[src/design/yrd_pkg.sv]
package yrd_pkg;

  // fixed field widths
  localparam int VALUE_W   = 24;
  localparam int NC_W      = 8;
  localparam int THR_W     = 13;
  localparam int SCALE_W   = 16;
  localparam int CONF_W    = 13;
  localparam int CLASS_W   = 7;
  localparam int BOX_W     = 16;
  localparam int CFG_W     = 16;
  localparam int CFG_IDX_W = 2;

  // fraction bits of thresholds and scale
  localparam int THR_FRAC   = 12;
  localparam int SCALE_FRAC = 12;

  // doubled centers need two more bits than a raw value
  localparam int COORD_W = VALUE_W + 2;
  // coordinate times zero-extended scale
  localparam int PROD_W  = COORD_W + SCALE_W + 1;

  localparam int CONF_MAX = 4096;

  // parameter defaults
  localparam int DEF_MAX_CLASSES     = 128;
  localparam int DEF_VALUE_FRAC_BITS = 12;

  // register reset values
  localparam logic [NC_W-1:0]    RST_NUM_CLASSES = NC_W'(80);
  localparam logic [THR_W-1:0]   RST_CONF_THR    = THR_W'(1638);
  localparam logic [THR_W-1:0]   RST_SCORE_THR   = THR_W'(819);
  localparam logic [SCALE_W-1:0] RST_SCALE       = SCALE_W'(4096);

  // configuration register indexes
  typedef enum logic [CFG_IDX_W-1:0] {
    CFG_NUM_CLASSES = 2'd0,
    CFG_CONF_THR    = 2'd1,
    CFG_SCORE_THR   = 2'd2,
    CFG_SCALE       = 2'd3
  } cfg_index_e;

endpackage

[src/design/yolo_row_decode.sv]
// channel   direction  handshake                  payload
// input     in         in_valid_i / in_ready_o    value_i
// result    out        out_valid_o / out_ready_i  class_index_o, confidence_o, box_*_o
// config    in         cfg_we_i                   cfg_index_i, cfg_data_i
//
// One value is taken per cycle. Row values only update the held box, objectness and
// argmax; the last value of a row enters a four-stage path (snapshot, threshold check,
// scale multiply, truncate and saturate) and a passing row moves through the snapshot,
// check and product registers into the output register. Reset is asynchronous and
// clears row position, stage valids and loads the register defaults. A stalled output
// only blocks a row end when every stage ahead is full; mid-row values are always taken.
module yolo_row_decode import yrd_pkg::*; #(
  parameter int MAX_CLASSES     = DEF_MAX_CLASSES,
  parameter int VALUE_FRAC_BITS = DEF_VALUE_FRAC_BITS
) (
  input  logic                      clk_i,
  input  logic                      rst_ni,
  input  logic                      cfg_we_i,
  input  logic [CFG_IDX_W-1:0]      cfg_index_i,
  input  logic [CFG_W-1:0]          cfg_data_i,
  input  logic                      in_valid_i,
  output logic                      in_ready_o,
  input  logic signed [VALUE_W-1:0] value_i,
  output logic                      out_valid_o,
  input  logic                      out_ready_i,
  output logic [CLASS_W-1:0]        class_index_o,
  output logic [CONF_W-1:0]         confidence_o,
  output logic signed [BOX_W-1:0]   box_left_o,
  output logic signed [BOX_W-1:0]   box_top_o,
  output logic signed [BOX_W-1:0]   box_width_o,
  output logic signed [BOX_W-1:0]   box_height_o
);

  localparam int POS_W  = $clog2(MAX_CLASSES + 5);
  localparam int CMP_W  = VALUE_W + THR_FRAC + VALUE_FRAC_BITS + 1;
  localparam int CONF_SHL = (VALUE_FRAC_BITS < THR_FRAC) ? THR_FRAC - VALUE_FRAC_BITS : 0;
  localparam int CONF_SHR = (VALUE_FRAC_BITS > THR_FRAC) ? VALUE_FRAC_BITS - THR_FRAC : 0;
  localparam int CONF_WW  = VALUE_W + CONF_SHL;

  // configuration registers
  logic [NC_W-1:0]    nc_q;
  logic [THR_W-1:0]   conf_thr_q;
  logic [THR_W-1:0]   score_thr_q;
  logic [SCALE_W-1:0] scale_q;

  always_ff @(posedge clk_i or negedge rst_ni) begin
    if (!rst_ni) begin
      nc_q        <= RST_NUM_CLASSES;
      conf_thr_q  <= RST_CONF_THR;
      score_thr_q <= RST_SCORE_THR;
      scale_q     <= RST_SCALE;
    end else if (cfg_we_i) begin
      case (cfg_index_i)
        CFG_NUM_CLASSES: nc_q        <= cfg_data_i[NC_W-1:0];
        CFG_CONF_THR:    conf_thr_q  <= cfg_data_i[THR_W-1:0];
        CFG_SCORE_THR:   score_thr_q <= cfg_data_i[THR_W-1:0];
        CFG_SCALE:       scale_q     <= cfg_data_i[SCALE_W-1:0];
        default: ;
      endcase
    end
  end

  // row tracking state
  logic [POS_W-1:0]          pos_q, pos_d;
  logic signed [VALUE_W-1:0] box_q [4];
  logic signed [VALUE_W-1:0] obj_q;
  logic signed [VALUE_W-1:0] best_q, best_d;
  logic [CLASS_W-1:0]        idx_q, idx_d;

  logic [POS_W-1:0] eff_classes;
  logic [POS_W-1:0] last_pos;
  logic [POS_W-1:0] class_pos;
  logic             row_end;
  logic             accept;

  // stage control
  logic v1_q, v2_q, v3_q, out_valid_q;
  logic en1, en2, en3, en_out;

  // effective class count and row end
  always_comb begin
    if (nc_q == '0) begin
      eff_classes = POS_W'(1);
    end else if (nc_q > MAX_CLASSES) begin
      eff_classes = POS_W'(MAX_CLASSES);
    end else begin
      eff_classes = POS_W'(nc_q);
    end
  end

  assign last_pos  = eff_classes + POS_W'(4);
  assign row_end   = (pos_q >= last_pos);
  assign class_pos = pos_q - POS_W'(5);

  assign en_out     = !out_valid_q || out_ready_i;
  assign en3        = !v3_q || en_out;
  assign en2        = !v2_q || en3;
  assign en1        = !v1_q || en2;
  assign in_ready_o = !row_end || en1;
  assign accept     = in_valid_i && in_ready_o;

  // running argmax, first class always loads, ties keep the lower index
  always_comb begin
    best_d = best_q;
    idx_d  = idx_q;
    if (pos_q > POS_W'(4)) begin
      if (class_pos == '0 || value_i > best_q) begin
        best_d = value_i;
        idx_d  = CLASS_W'(class_pos);
      end
    end
  end

  assign pos_d = row_end ? '0 : pos_q + POS_W'(1);

  always_ff @(posedge clk_i or negedge rst_ni) begin
    if (!rst_ni) begin
      pos_q <= '0;
    end else if (accept) begin
      pos_q <= pos_d;
    end
  end

  always_ff @(posedge clk_i) begin
    if (accept) begin
      if (pos_q < POS_W'(4)) begin
        box_q[pos_q[1:0]] <= value_i;
      end
      if (pos_q == POS_W'(4)) begin
        obj_q <= value_i;
      end
      best_q <= best_d;
      idx_q  <= idx_d;
    end
  end

  // stage 1: row snapshot
  logic signed [VALUE_W-1:0] s1_box_q [4];
  logic signed [VALUE_W-1:0] s1_obj_q;
  logic signed [VALUE_W-1:0] s1_best_q;
  logic [CLASS_W-1:0]        s1_idx_q;

  always_ff @(posedge clk_i) begin
    if (en1 && accept && row_end) begin
      s1_box_q  <= box_q;
      s1_obj_q  <= obj_q;
      s1_best_q <= best_d;
      s1_idx_q  <= idx_d;
    end
  end

  // threshold checks and box prep
  logic signed [CMP_W-1:0]   obj_al, thr_al, best_al, sthr_al;
  logic                      pass;
  logic [CONF_WW-1:0]        conf_wide;
  logic [CONF_W-1:0]         conf;
  logic signed [COORD_W-1:0] x2, y2, w_c, h_c;

  assign obj_al  = CMP_W'(s1_obj_q) <<< THR_FRAC;
  assign best_al = CMP_W'(s1_best_q) <<< THR_FRAC;
  assign thr_al  = $signed(CMP_W'(conf_thr_q) << VALUE_FRAC_BITS);
  assign sthr_al = $signed(CMP_W'(score_thr_q) << VALUE_FRAC_BITS);
  assign pass    = (obj_al >= thr_al) && (best_al > sthr_al);

  assign conf_wide = (CONF_WW'($unsigned(s1_obj_q)) << CONF_SHL) >> CONF_SHR;
  assign conf      = (conf_wide > CONF_WW'(CONF_MAX)) ? CONF_W'(CONF_MAX)
                                                       : conf_wide[CONF_W-1:0];

  assign w_c = COORD_W'(s1_box_q[2]);
  assign h_c = COORD_W'(s1_box_q[3]);
  assign x2  = (COORD_W'(s1_box_q[0]) <<< 1) - w_c;
  assign y2  = (COORD_W'(s1_box_q[1]) <<< 1) - h_c;

  // stage 2: checked row
  logic                      s2_pass_q;
  logic [CONF_W-1:0]         s2_conf_q;
  logic [CLASS_W-1:0]        s2_idx_q;
  logic signed [COORD_W-1:0] s2_x2_q, s2_y2_q, s2_w_q, s2_h_q;

  always_ff @(posedge clk_i) begin
    if (en2) begin
      s2_pass_q <= pass;
      s2_conf_q <= conf;
      s2_idx_q  <= s1_idx_q;
      s2_x2_q   <= x2;
      s2_y2_q   <= y2;
      s2_w_q    <= w_c;
      s2_h_q    <= h_c;
    end
  end

  // stage 3: scale products held in the lanes
  logic [CONF_W-1:0]        s3_conf_q;
  logic [CLASS_W-1:0]       s3_idx_q;
  logic signed [BOX_W-1:0]  left_c, top_c, width_c, height_c;

  always_ff @(posedge clk_i) begin
    if (en3) begin
      s3_conf_q <= s2_conf_q;
      s3_idx_q  <= s2_idx_q;
    end
  end

  yrd_box_scale #(.SHIFT(VALUE_FRAC_BITS + 1 + SCALE_FRAC)) u_left (
    .clk_i   (clk_i),
    .load_i  (en3),
    .coord_i (s2_x2_q),
    .scale_i (scale_q),
    .box_o   (left_c)
  );

  yrd_box_scale #(.SHIFT(VALUE_FRAC_BITS + 1 + SCALE_FRAC)) u_top (
    .clk_i   (clk_i),
    .load_i  (en3),
    .coord_i (s2_y2_q),
    .scale_i (scale_q),
    .box_o   (top_c)
  );

  yrd_box_scale #(.SHIFT(VALUE_FRAC_BITS + SCALE_FRAC)) u_width (
    .clk_i   (clk_i),
    .load_i  (en3),
    .coord_i (s2_w_q),
    .scale_i (scale_q),
    .box_o   (width_c)
  );

  yrd_box_scale #(.SHIFT(VALUE_FRAC_BITS + SCALE_FRAC)) u_height (
    .clk_i   (clk_i),
    .load_i  (en3),
    .coord_i (s2_h_q),
    .scale_i (scale_q),
    .box_o   (height_c)
  );

  // output register
  always_ff @(posedge clk_i) begin
    if (en_out) begin
      class_index_o <= s3_idx_q;
      confidence_o  <= s3_conf_q;
      box_left_o    <= left_c;
      box_top_o     <= top_c;
      box_width_o   <= width_c;
      box_height_o  <= height_c;
    end
  end

  // stage valids, failing rows drop out before the multiply stage
  always_ff @(posedge clk_i or negedge rst_ni) begin
    if (!rst_ni) begin
      v1_q        <= 1'b0;
      v2_q        <= 1'b0;
      v3_q        <= 1'b0;
      out_valid_q <= 1'b0;
    end else begin
      if (en1) begin
        v1_q <= accept && row_end;
      end
      if (en2) begin
        v2_q <= v1_q;
      end
      if (en3) begin
        v3_q <= v2_q && s2_pass_q;
      end
      if (en_out) begin
        out_valid_q <= v3_q;
      end
    end
  end

  assign out_valid_o = out_valid_q;

endmodule

[src/design/yrd_box_scale.sv]
module yrd_box_scale import yrd_pkg::*; #(
  parameter int SHIFT = DEF_VALUE_FRAC_BITS + SCALE_FRAC
) (
  input  logic                      clk_i,
  input  logic                      load_i,
  input  logic signed [COORD_W-1:0] coord_i,
  input  logic        [SCALE_W-1:0] scale_i,
  output logic signed [BOX_W-1:0]   box_o
);

  localparam logic [PROD_W-1:0] BIAS = (PROD_W'(1) << SHIFT) - PROD_W'(1);
  localparam logic signed [PROD_W-1:0] BOX_MAX = PROD_W'(32767);
  localparam logic signed [PROD_W-1:0] BOX_MIN = -PROD_W'(32768);

  logic signed [SCALE_W:0]    scale_s;
  logic signed [PROD_W-1:0]   prod_d;
  logic signed [PROD_W-1:0]   prod_q;
  logic signed [PROD_W-1:0]   rounded;
  logic signed [PROD_W-1:0]   shifted;

  // coordinate times scale, registered
  assign scale_s = $signed({1'b0, scale_i});
  assign prod_d  = PROD_W'(coord_i) * PROD_W'(scale_s);

  always_ff @(posedge clk_i) begin
    if (load_i) begin
      prod_q <= prod_d;
    end
  end

  // shift toward zero: negative values get a bias before the arithmetic shift
  assign rounded = prod_q + (prod_q[PROD_W-1] ? $signed(BIAS) : '0);
  assign shifted = rounded >>> SHIFT;

  // saturate to 16-bit signed
  always_comb begin
    if (shifted > BOX_MAX) begin
      box_o = BOX_MAX[BOX_W-1:0];
    end else if (shifted < BOX_MIN) begin
      box_o = BOX_MIN[BOX_W-1:0];
    end else begin
      box_o = shifted[BOX_W-1:0];
    end
  end

endmodule
[config.mk]
export PLATFORM = sky130hd
export DESIGN_NAME = yolo_row_decode
export DESIGN_NICKNAME = d
export VERILOG_FILES = /design/src/design/yrd_pkg.sv /design/src/design/yolo_row_decode.sv /design/src/design/yrd_box_scale.sv
export SDC_FILE = /design/constraint.sdc
export NUM_CORES = 2
export LEC_CHECK = 0
export BUFFER_PORTS_ARGS = -buffer_cell sky130_fd_sc_hd__buf_2
export CORE_ASPECT_RATIO = 1.4
export CORE_MARGIN = 2
export CORE_UTILIZATION = 45
export DETAILED_ROUTE_END_ITERATION = 10
export GPL_TIMING_DRIVEN = 0
export PLACE_DENSITY = 0.65
export SLEW_MARGIN = 25
export SYNTH_ARGS = -nofsm -noshare
export SYNTH_HDL_FRONTEND = slang
export SYNTH_HIERARCHICAL = 1
export SYNTH_SLANG_ARGS = --single-unit
[constraint.sdc]
create_clock -name clk_i -period 15.9 [get_ports clk_i]
set_input_delay 2.385 -clock clk_i [delete_from_list [all_inputs] [get_ports clk_i]]
set_output_delay 2.385 -clock clk_i [all_outputs]
set_load 0.1 [all_outputs]
==> impl_metrics.env <==
export IMPL_place_congestion=0.965
export IMPL_std_cell_rows=197
export IMPL_antenna_found_initial=15
export IMPL_grt_pass1_vias=69600
export IMPL_ant_nets=0
export IMPL_die_h_um=542
export IMPL_hold_buffers=0
export IMPL_final_util=0.488
export IMPL_syn_area_per_cell_sq_um=10.3
export IMPL_crit_fanout=12
export IMPL_ios=133
export IMPL_die_area_sq_mm=0.211
export IMPL_drc=0
export IMPL_fin_setup_tns_ps=0
export IMPL_outcome="completed"
export IMPL_grt_util_met1=0.287
export IMPL_ys_ff_latch=759
export IMPL_postCtsSetupBuffers=0
export IMPL_grt_busiest_layer="met2"
export IMPL_synth_area_sq_mm=0.0931
export IMPL_drv_cap=0
export IMPL_clk_pin_slew_worst_paths_ps=70
export IMPL_ys_warn_count=6
export IMPL_io_buffers=132
export IMPL_path_common_cell="fa_1"
export IMPL_worst_slew_pin_slew_ps=1010
export IMPL_worstSetupStartpointType="flip-flop"
export IMPL_layout_nets=11600
export IMPL_grt_max_degree=63
export IMPL_yosysSeqAreaShare=0.242
export IMPL_drtPass1Iterations=7
export IMPL_min_period_over_period=0.556
export IMPL_die_w_um=388
export IMPL_avgViaCountPerCell=5.33
export IMPL_globalRouteMet2Util=0.435
export IMPL_clock_sinks=759
export IMPL_cp_required_ps=16330
export IMPL_syn2layout_area_growth_pct=7.88
export IMPL_slew_headroom=0.325
export IMPL_via_count=64300
export IMPL_synth_main_ff_cell="edfxtp_1"
export IMPL_hold_class="reg2reg"
export IMPL_wl_per_cell_um=20.8
export IMPL_syn_nets=11400
export IMPL_clk_latency_ps=710
export IMPL_grt_pass1_wl_um=392000
export IMPL_groute_usage_overall=0.243
export IMPL_htree_levels=3
export IMPL_first_iter_violations=4156
export IMPL_r2r_cells=20
export IMPL_overflow=0
export IMPL_cts_made_buffers=78
export IMPL_cp_data_arrival_time_ps=9270
export IMPL_drive_gt1_frac=0.0548
export IMPL_start_util=0.453
export IMPL_synth_distinct_cells=110
export IMPL_synth_edff_count=697
export IMPL_layout_cells_non_filler=12100
export IMPL_multi_input_area_sq_mm=0.0614
export IMPL_crit_slowest_cell="dfrtp_2"
export IMPL_finalMaxSlewViolations=0
export IMPL_cts_root_buf="clkbuf_16"
export IMPL_postCtsResizedCells=0
export IMPL_rsz0062_at_grt="false"
export IMPL_crit_path_max_incr_delay_ps=820
export IMPL_skew_ps=34.7
export IMPL_min_period_ps=8840
export IMPL_fillers=18800
export IMPL_core_sq_mm=0.206
export IMPL_worstHoldPathCells=0
export IMPL_setup_viol=0
export IMPL_dpl_cell_count=11900
export IMPL_use_met3=0.0280
export IMPL_max_clock_freq_mhz=113
export IMPL_reg2reg_slack_ps=7060
export IMPL_synthCells=9073
export IMPL_seqCellArea_sq_mm=0.0225
export IMPL_drt_total_wl_um=251000
export IMPL_cts_tree="done"
export IMPL_async_flop_share=0.0817
export IMPL_cp_cell_sequence="clkbuf_1, clkbuf_1, nand2_1, fa_1, fa_1, inv_1, fa_1, fa_1, fa_1, inv_1, fa_1, inv_1, ha_1, nand3_1, a2111oi_0, o21a_1, a31oi_1, a211oi_1, nor4b_1, a311o_1"
export IMPL_hold_viol=0
export IMPL_critPathKind="reg2reg"
export IMPL_clockBufferDepth=3
export IMPL_dp_hpwl_um=201000
export IMPL_crit_path_end_kind="flip-flop"
final timing paths:
check                           startpoint                  to
worst max-delay path            scale_q[3]  u_width/prod_q[42]
worst min-delay path             box_q[59]        s1_box_q[59]
worst max register to register  scale_q[3]  u_width/prod_q[42]
worst min register to register   box_q[59]        s1_box_q[59]
max in group asynchronous           rst_ni          scale_q[0]
min in group asynchronous           rst_ni            pos_q[1]
placed cells by master (no fill, tap or decap), drive strengths merged, types with 30 or more instances in the layout:
cell type  instances
inv             2147
fa              1622
nand2           1141
and2             724
edfxtp           697
ha               627
clkbuf           365
a21oi            230
o21ai            194
buf              183
nor2             178
xnor2            176
a21o             111
xor2              83
mux2              80
nand3             77
nand4             58
nor3              52
dfrtp             47
o21a              40
a211oi            38
nor2b             36
o31ai             33
nand2b            31
and3              30
clkinv            30
stage by stage:
stage	worst slack (ps)	hold WS (ps)	cell area (sq um)
6_report	7060	407	100000
5_1_grt	7030	421	100000
4_1_cts	7280	402	100000
3_5_place_dp	7330	405	97700
3_3_place_gp	5920	400	97200
2_1_floorplan	8390	400	93100
cell type report:
| type | instances | area share |
|---|---|---|
| clock buffers | 84 | 0.0197 |
| well taps | 2686 | 0.0334 |
| inverters | 2139 | 0.0800 |
| flip-flops and latches | 759 | 0.224 |
| multi-input cells | 5869 | 0.611 |
| plain buffers | 306 | 0.0126 |
| diodes | 13 | 0.000324 |
| clock inverters | 60 | 0.00732 |
| repair buffers | 158 | 0.0115 |
critical path, delay by kind of cell (launching register included):
kind | cells | cell delay (ps)
AOI/OAI and AO/OA | 5 | 1840
adders and majority gates | 7 | 3650
buffers and inverters | 5 | 1730
and+or+nand+nor | 3 | 480
DFF | 1 | 820
state kept, by name, summed over array words and instances, names as in the netlist, 26 cells and up:
name and cells:
u_left/prod_q 43, box_q 96, s2_y2_q 26, s1_box_q 72, s2_x2_q 26, u_height/prod_q 43, u_width/prod_q 43, u_top/prod_q 43
kinds of logic (layout without fill, tap and decap cells):
kind of cell	after synthesis	in the layout	synth area share
AND/OR/NAND/NOR	2423	2423	0.127
adder cells (fa/ha/maj)	2249	2249	0.433
buffers and inverters	2445	2747	0.0997
AO/OA/AOI/OAI	852	852	0.0627
XOR/XNOR	259	259	0.0244
flip-flops	759	759	0.242
multiplexers	86	86	0.0114
other	0	13	0
metal layers:
layer  vias to the layer above  share of wire  wire (um)
li1                      28500              -          -
met1                     32900           0.38      94500
met2                      2249           0.51     129000
met3                       617          0.056      14000
met4                         4          0.055      13800
met5                         -       0.000084         21
synthesized netlist by cell type (28+ instances only):
cell,instances,area (sq um)
nand4_1,58,363
a21o_1,111,833
nor2_1,177,664
a211oi_1,33,248
nand2_1,1140,4280
clkbuf_1,281,1050
a21oi_1,229,1150
mux2_2,52,586
xnor2_1,176,1540
xor2_1,83,727
fa_1,1622,32500
o21ai_0,167,836
mux2_4,28,420
nand3_1,77,385
ha_1,627,7850
nor2b_1,36,225
edfxtp_1,697,20900
dfrtp_1,47,1180
inv_1,2139,8030
o21a_1,40,300
and2_1,723,4520
and3_1,30,188
nor3_1,49,245
nand2b_1,31,194
Power is not shown: default switching activity piles up to over one toggle a cycle in this logic, so the estimate is an artifact.
